--- src/rtl/project_point_to_screen_top_assert.svh ---
// ----------------------------------------------------------------------------
// Assertion macros for the point projection block
// Implication checks that compile away when SYNTHESIS is defined.
// ----------------------------------------------------------------------------
`ifndef PROJECT_POINT_TO_SCREEN_TOP_ASSERT_SVH
`define PROJECT_POINT_TO_SCREEN_TOP_ASSERT_SVH
`ifndef SYNTHESIS
// same-cycle implication
`define PPTS_ASSERT_SAME(label, clk, rst, ante, cons) \
   label: assert property (@(posedge clk) disable iff (rst) (ante) |-> (cons)) \
      else $error("same-cycle implication failed");
// next-cycle implication
`define PPTS_ASSERT_NEXT(label, clk, rst, ante, cons) \
   label: assert property (@(posedge clk) disable iff (rst) (ante) |=> (cons)) \
      else $error("next-cycle implication failed");
`else
`define PPTS_ASSERT_SAME(label, clk, rst, ante, cons)
`define PPTS_ASSERT_NEXT(label, clk, rst, ante, cons)
`endif
`endif

--- src/rtl/ppts_pkg.sv ---
// ----------------------------------------------------------------------------
// ppts_pkg
// Shared types, codes and helpers of the point projection block.
// ----------------------------------------------------------------------------
package ppts_pkg;

   localparam int FRAC_BITS_DEFAULT = 16;
   localparam int WORD_W            = 32;
   localparam int CSR_ADDR_W        = 5;
   localparam int CSR_DATA_W        = 32;
   localparam int AXIS_COUNT        = 9;
   localparam int LANES             = 3;
   localparam int SAT_IN_W          = 72;

   // reset values of the registers
   localparam logic [30:0]        RESET_ZOOM = 31'd65536;
   localparam logic signed [31:0] RESET_PROJ = 32'sd65536;

   // action codes
   localparam logic ACT_PROJECT = 1'b0;
   localparam logic ACT_LOAD    = 1'b1;

   // view modes
   localparam logic [1:0] MODE_XY    = 2'd0;
   localparam logic [1:0] MODE_XZ    = 2'd1;
   localparam logic [1:0] MODE_YZ    = 2'd2;
   localparam logic [1:0] MODE_PERSP = 2'd3;

   // register indexes
   localparam logic [2:0] REG_VIEW_MODE = 3'd0;
   localparam logic [2:0] REG_ORIGIN_X  = 3'd1;
   localparam logic [2:0] REG_ORIGIN_Y  = 3'd2;
   localparam logic [2:0] REG_ORIGIN_Z  = 3'd3;
   localparam logic [2:0] REG_ZOOM      = 3'd4;
   localparam logic [2:0] REG_PROJ      = 3'd5;
   localparam logic [2:0] REG_CENTER_X  = 3'd6;
   localparam logic [2:0] REG_CENTER_Y  = 3'd7;

   typedef struct packed {
      logic              action;
      logic signed [31:0] coord_x;
      logic signed [31:0] coord_y;
      logic signed [31:0] coord_z;
      logic [3:0]         axis_index;
      logic signed [31:0] axis_value;
   } req_word_type;

   typedef struct packed {
      logic signed [31:0] screen_x;
      logic signed [31:0] screen_y;
      logic signed [31:0] pixel_scale;
      logic               visible;
   } rsp_word_type;

   typedef struct packed {
      logic [1:0]         view_mode;
      logic signed [31:0] origin_x;
      logic signed [31:0] origin_y;
      logic signed [31:0] origin_z;
      logic [30:0]        ortho_zoom;
      logic signed [31:0] proj_distance;
      logic signed [31:0] center_x;
      logic signed [31:0] center_y;
   } cfg_type;

   // values that ride along with the divider
   typedef struct packed {
      logic signed [31:0] r_x;
      logic signed [31:0] r_y;
      logic               sign_x;
      logic               sign_y;
      logic               sign_s;
      logic               visible;
   } div_side_type;

   // clamp a wide signed value to a 32-bit word
   function automatic logic signed [31:0] sat_word(input logic signed [SAT_IN_W-1:0] v);
      logic signed [SAT_IN_W-1:0] vmax;
      logic signed [SAT_IN_W-1:0] vmin;
      logic signed [31:0]         res;
      vmax = {{(SAT_IN_W-31){1'b0}}, {31{1'b1}}};
      vmin = ~vmax;
      if (v > vmax) begin
         res = 32'sh7FFF_FFFF;
      end else if (v < vmin) begin
         res = 32'sh8000_0000;
      end else begin
         res = v[31:0];
      end
      return res;
   endfunction

endpackage

--- src/rtl/ppts_csr.sv ---
// ----------------------------------------------------------------------------
// ppts_csr
// Register file behind the APB-style port.
// ----------------------------------------------------------------------------
module ppts_csr (
   input  logic                                clock,
   input  logic                                reset,
   input  logic                                psel,
   input  logic                                penable,
   input  logic                                pwrite,
   input  logic [ppts_pkg::CSR_ADDR_W-1:0]     paddr,
   input  logic [ppts_pkg::CSR_DATA_W-1:0]     pwdata,
   output logic [ppts_pkg::CSR_DATA_W-1:0]     prdata,
   output logic                                pready,
   output ppts_pkg::cfg_type                   cfg
);

   logic [2:0]        reg_idx;
   logic              wr_en;
   ppts_pkg::cfg_type cfg_ff;
   ppts_pkg::cfg_type cfg_in;

   assign reg_idx = paddr[ppts_pkg::CSR_ADDR_W-1:2];
   assign wr_en   = psel && penable && pwrite;
   assign pready  = 1'b1;
   assign cfg     = cfg_ff;

   // next register values
   always_comb begin
      cfg_in = cfg_ff;
      if (wr_en) begin
         unique case (reg_idx)
            ppts_pkg::REG_VIEW_MODE: cfg_in.view_mode     = pwdata[1:0];
            ppts_pkg::REG_ORIGIN_X:  cfg_in.origin_x      = $signed(pwdata);
            ppts_pkg::REG_ORIGIN_Y:  cfg_in.origin_y      = $signed(pwdata);
            ppts_pkg::REG_ORIGIN_Z:  cfg_in.origin_z      = $signed(pwdata);
            ppts_pkg::REG_ZOOM:      cfg_in.ortho_zoom    = pwdata[30:0];
            ppts_pkg::REG_PROJ:      cfg_in.proj_distance = $signed(pwdata);
            ppts_pkg::REG_CENTER_X:  cfg_in.center_x      = $signed(pwdata);
            ppts_pkg::REG_CENTER_Y:  cfg_in.center_y      = $signed(pwdata);
         endcase
      end
   end

   always_ff @(posedge clock) begin
      if (reset) begin
         cfg_ff.view_mode     <= ppts_pkg::MODE_PERSP;
         cfg_ff.origin_x      <= '0;
         cfg_ff.origin_y      <= '0;
         cfg_ff.origin_z      <= '0;
         cfg_ff.ortho_zoom    <= ppts_pkg::RESET_ZOOM;
         cfg_ff.proj_distance <= ppts_pkg::RESET_PROJ;
         cfg_ff.center_x      <= '0;
         cfg_ff.center_y      <= '0;
      end else begin
         cfg_ff <= cfg_in;
      end
   end

   // read mux
   always_comb begin
      unique case (reg_idx)
         ppts_pkg::REG_VIEW_MODE: prdata = {30'd0, cfg_ff.view_mode};
         ppts_pkg::REG_ORIGIN_X:  prdata = cfg_ff.origin_x;
         ppts_pkg::REG_ORIGIN_Y:  prdata = cfg_ff.origin_y;
         ppts_pkg::REG_ORIGIN_Z:  prdata = cfg_ff.origin_z;
         ppts_pkg::REG_ZOOM:      prdata = {1'b0, cfg_ff.ortho_zoom};
         ppts_pkg::REG_PROJ:      prdata = cfg_ff.proj_distance;
         ppts_pkg::REG_CENTER_X:  prdata = cfg_ff.center_x;
         ppts_pkg::REG_CENTER_Y:  prdata = cfg_ff.center_y;
      endcase
   end

endmodule

--- config.mk ---
export PLATFORM = sky130hd
export DESIGN_NAME = ppts_csr
export DESIGN_NICKNAME = d
export VERILOG_FILES = /design/src/rtl/project_point_to_screen_top_assert.svh /design/src/rtl/ppts_pkg.sv /design/src/rtl/ppts_csr.sv
export SDC_FILE = /design/constraint.sdc
export NUM_CORES = 1
export LEC_CHECK = 0
export ABC_AREA = 1
export BUFFER_PORTS_ARGS = -buffer_cell sky130_fd_sc_hd__buf_2
export CAP_MARGIN = 20
export CORE_UTILIZATION = 30
export CTS_CLUSTER_SIZE = 16
export DETAILED_ROUTE_END_ITERATION = 10
export PLACE_DENSITY = 0.54
export SLEW_MARGIN = 20
export SYNTH_ARGS = -nofsm -noshare
export SYNTH_HDL_FRONTEND = slang
export SYNTH_SLANG_ARGS = --single-unit
--- constraint.sdc ---
create_clock -name clock -period 3.8 [get_ports clock]
set_input_delay 0.76 -clock clock [delete_from_list [all_inputs] [get_ports clock]]
set_output_delay 0.76 -clock clock [all_outputs]
set_load 0.005 [all_outputs]
## After elaboration in Yosys (flattened, before gate mapping)

Cells that the tools add are included.

- Bits in registers: 225
- Input bits: 42
- Output and inout port bits: 258
- Word-level logic and storage cells: 27

- Equality and inequality tests: 7
- Multiplexer cells: 1
- Reduce and logical (&&, ||, !) cells: 11

Operators by type and width:

| operator | number |
|---|---|
| $pmux W32 S8 | 1 |
| $reduce_and A2 Y1 | 8 |
| $eq A3 B3 Y1 const B | 4 |
| $eq A3 B2 Y1 const B | 2 |
| $eq A3 B1 Y1 const B | 1 |
| $logic_not A3 Y1 | 1 |
| $logic_and A1 B1 Y1 | 2 |

## Logic depth before layout (Yosys ltp)

- Depth after elaboration: 3
- Depth in mapped cells: 9
- Gate-level depth less buffers: 7

## Worst setup path after synthesis

OpenSTA, ideal clock, no wires.

- Kind: in2out
- Start: input paddr[4] (netlist name)
- End: output prdata[14] (netlist name)
- Data arrival time: 1.656 ns
- Data required time: 3.040 ns
- Path slack: 1.384 ns
- Cell stages on the path: 8
- Buffers on the path: 3
- Cell sequence: buf_4 inv_4 buf_6 clkbuf_1 nand4_1 nand2_1 nor2_1 nand2_1

- Word-level cells in the longest chain between the ends: 2
- Elaborated cells between the ends (all ways): 9
- Classes of those cells: eq/ne: 7; mux: 1; reduce/logical: 1

RTL lines:

| item | RTL line | text |
|---|---|---|
| from (decl) | ppts_csr.sv:11 | `input logic [ppts_pkg::CSR_ADDR_W-1:0] paddr,` |
| $eq A3 B3 Y1 (tied with other cells) | ppts_csr.sv:62 | `unique case (reg_idx)` |
| $pmux W32 S8 * | ppts_csr.sv:62 |  |
| to (decl) | ppts_csr.sv:13 | `output logic [ppts_pkg::CSR_DATA_W-1:0] prdata,` |

Every way passes the cells marked *; elsewhere a longest branch is shown, timed or not.

## Worst setup path after layout

- Start: input paddr[2] (netlist name)
- End: output prdata[13] (netlist name)

Same word-level chain as after synthesis.

==> impl_metrics.py <==
metrics = {
    "floorplan": {
        "fp.dieW_um": 186,
        "io_pins": 300,
        "start_util": 0.304,
        "dieArea_mm2": 0.0348,
        "core_area_mm2": 0.0335,
        "num_rows": 67,
        "die_h_um": 186,
    },
    "detailed_routing": {
        "drc": 0,
        "dr.pass1.iters": 5,
        "vias_per_cell": 5.02,
        "wl_per_cell_um": 19.7,
        "vias": 11100,
        "ant_nets": 0,
        "top_layer": "met4",
        "routed_wl_um": 43400,
        "wl_met3_um": 2890,
        "wl_met1_um": 19600,
        "drt_iter0_drc": 916,
        "met2WireLength_um": 19800,
    },
    "synthesis": {
        "netlist_top_cells_count": "nor2_1 (412), o21ai_0 (230), dfxtp_1 (225)",
        "synth_cell_types": 26,
        "synth_warnings": 0,
        "netlist_area_mm2": 0.0102,
        "synth_edf_count": 0,
        "ys_async_sr_fraction": 0,
        "yosys.cell_count.top_type": "nor2_1",
        "ys.flop_type": "dfxtp_1",
        "synth_top_area_cell": "dfxtp_1",
        "postSynthNetCount": 1542,
        "yosys-top-cells-area": "dfxtp_1 (44%), nor2_1 (15%), o21ai_0 (11%), nor3_1 (6.3%), nand2_1 (5.2%)",
        "avgSynthCellArea_um2": 6.80,
        "ys_ff_latch": 225,
        "ys_seq_area_frac": 0.441,
        "syn_inst": 1500,
        "yosys.area.top_type_share": 0.441,
    },
    "final_layout": {
        "synthToLayoutAreaGrowth_pct": 25.5,
        "largest_reg_flops": 225,
        "final_area_mm2": 0.0128,
        "drive_above_1_share": 0.222,
        "insertedDiodeCount": 0,
        "final_util": 0.382,
        "nets": 1779,
        "stdcell_count": 2203,
    },
    "critical_path": {
        "required_ns": 3.04,
        "worst-setup-path-type": "in2out",
        "crit_arrival_ns": 2.66,
        "r2r_cells": 2,
        "slowest_delay_ns": 0.39,
        "crit_chain": "buf_2 -> buf_4 -> nor2_4 -> nand2_2 -> inv_1 -> nand2_1 -> nand2_1 -> nor2_1 -> nand2_1 -> buf_2",
        "path_max_fanout": 18,
        "cp_slowest_cell": "buf_2",
        "endpoint_kind": "output pin",
        "worst_path_most_repeated_cell": "nand2_1",
        "start_kind": "input pin",
    },
    "timing": {
        "fin_crit_ns": 3.42,
        "slew_violations": 0,
        "hold_viol_final": 0,
        "clock_skew_ns": 0,
        "tns_ns": 0,
        "rsz0062_at_grt": "false",
        "relSlewSlack": 0.352,
        "setup_viol": 0,
        "maxClockFrequency_mhz": 293,
        "worst_pin_slew_ns": 0.970,
        "fin_crit_sh": 0.899,
        "setup_slack_ns": 0.383,
    },
    "min_path": {
        "holdPathStages": 2,
        "hold_class": "reg2reg",
    },
    "pwr": {
        "pwr_density_cell_mw_per_mm2": 418,
        "vdd_ir_drop_max_v": 0.000302,
        "power.leakage_nw": 6.00,
    },
    "grt": {
        "grt_max_degree": 111,
        "grt_pass1_vias": 10200,
        "grt_pass1_wl_um": 65100,
        "track_usage": 0.241,
        "grt.overflow.total": 0,
        "grt_antenna_before_repair": 1,
    },
    "cts": {
        "cts_root_buf": "clkbuf_16",
        "clk_pin_slew_ns": 0.06,
        "cts_sinks": 225,
        "cts_tree": "yes",
        "insertion_delay_ns": 0.53,
        "cts_hold_buf": 0,
        "h-tree-depth": 1,
        "cts_resized": 0,
        "post_cts_buffers": 0,
        "cts.path.max_buffers": 3,
        "numCtsBuffers": 27,
    },
    "run": {
        "cap_viol_max_count": 0,
    },
    "placed_design": {
        "dp_worst_setup_slack_ns": 0.0865,
        "hpwl_um": 27400,
        "dp_cells": 2156,
        "io_buffers": 296,
        "placed_area_mm2": 0.0120,
        "gp_congestion": 0.806,
    },
    "status": {
        "status": "completed",
    },
}
-- placed cells by master (no fill, tap or decap), drive strengths merged, types with 3 or more instances in the layout --
cell	instances
buf	326
clkbuf	43
clkinv	3
dfxtp	225
inv	104
nand2	145
nand3	29
nand4	49
nor2	420
nor3	128
o21ai	280
-- area by class of cell --
type	count	area, um2
Multi-Input combinational cell	1052	4750
Clock buffer	43	816
Sequential cell	225	4500
Inverter	105	403
Clock inverter	4	47.5
Tap cell	448	561
Fill cell	3629	20700
Timing Repair Buffer	326	1730
-- metrics by stage --
stage / hold WS (ns) / total power (W)
global route: 0.520 / 0.00553
detailed placement: 0.476 / 0.00284
finish: 0.485 / 0.00535
floorplan: 0.472 / 0.00265
CTS: 0.488 / 0.00540
global placement: 0.463 / 0.00284
-- cell families after synthesis --
family	count (synthesis)	synth area share
compound gates	280	0.137
simple gates	771	0.324
flops	225	0.441
buf+inv	223	0.0967
other cells	1	0.000367
-- worst paths after layout --
path                          from  slack, ns                     to
min reg2reg  cfg[224]$_SDFFE_PP1P_       0.48  cfg[224]$_SDFFE_PP1P_
max                       paddr[2]       0.38             prdata[13]
min          cfg[224]$_SDFFE_PP1P_       0.48  cfg[224]$_SDFFE_PP1P_
max reg2reg  cfg[187]$_SDFFE_PP0P_       3.10  cfg[187]$_SDFFE_PP0P_
-- critical path: cells and delay by family --
kind | cells | cell delay [ns]
buffers and inverters | 4 | 1.08
and+or+nand+nor | 6 | 0.82
-- metal layers --
layer / GRT usage / vias to the layer above
li1: - / 5352
met4: 0.0662 / 0
met1: 0.333 / 5185
met2: 0.390 / 457
met3: 0.0348 / 67
met5: 0 / -
-- power by group --
group	internal [W]	switching, W	total (W)
clock network	0.00152	0.00104	0.00256
logic	0.0000944	0.000280	0.000375
registers	0.00239	0.0000240	0.00241
Note: power is estimated with default switching activity, not from simulation.
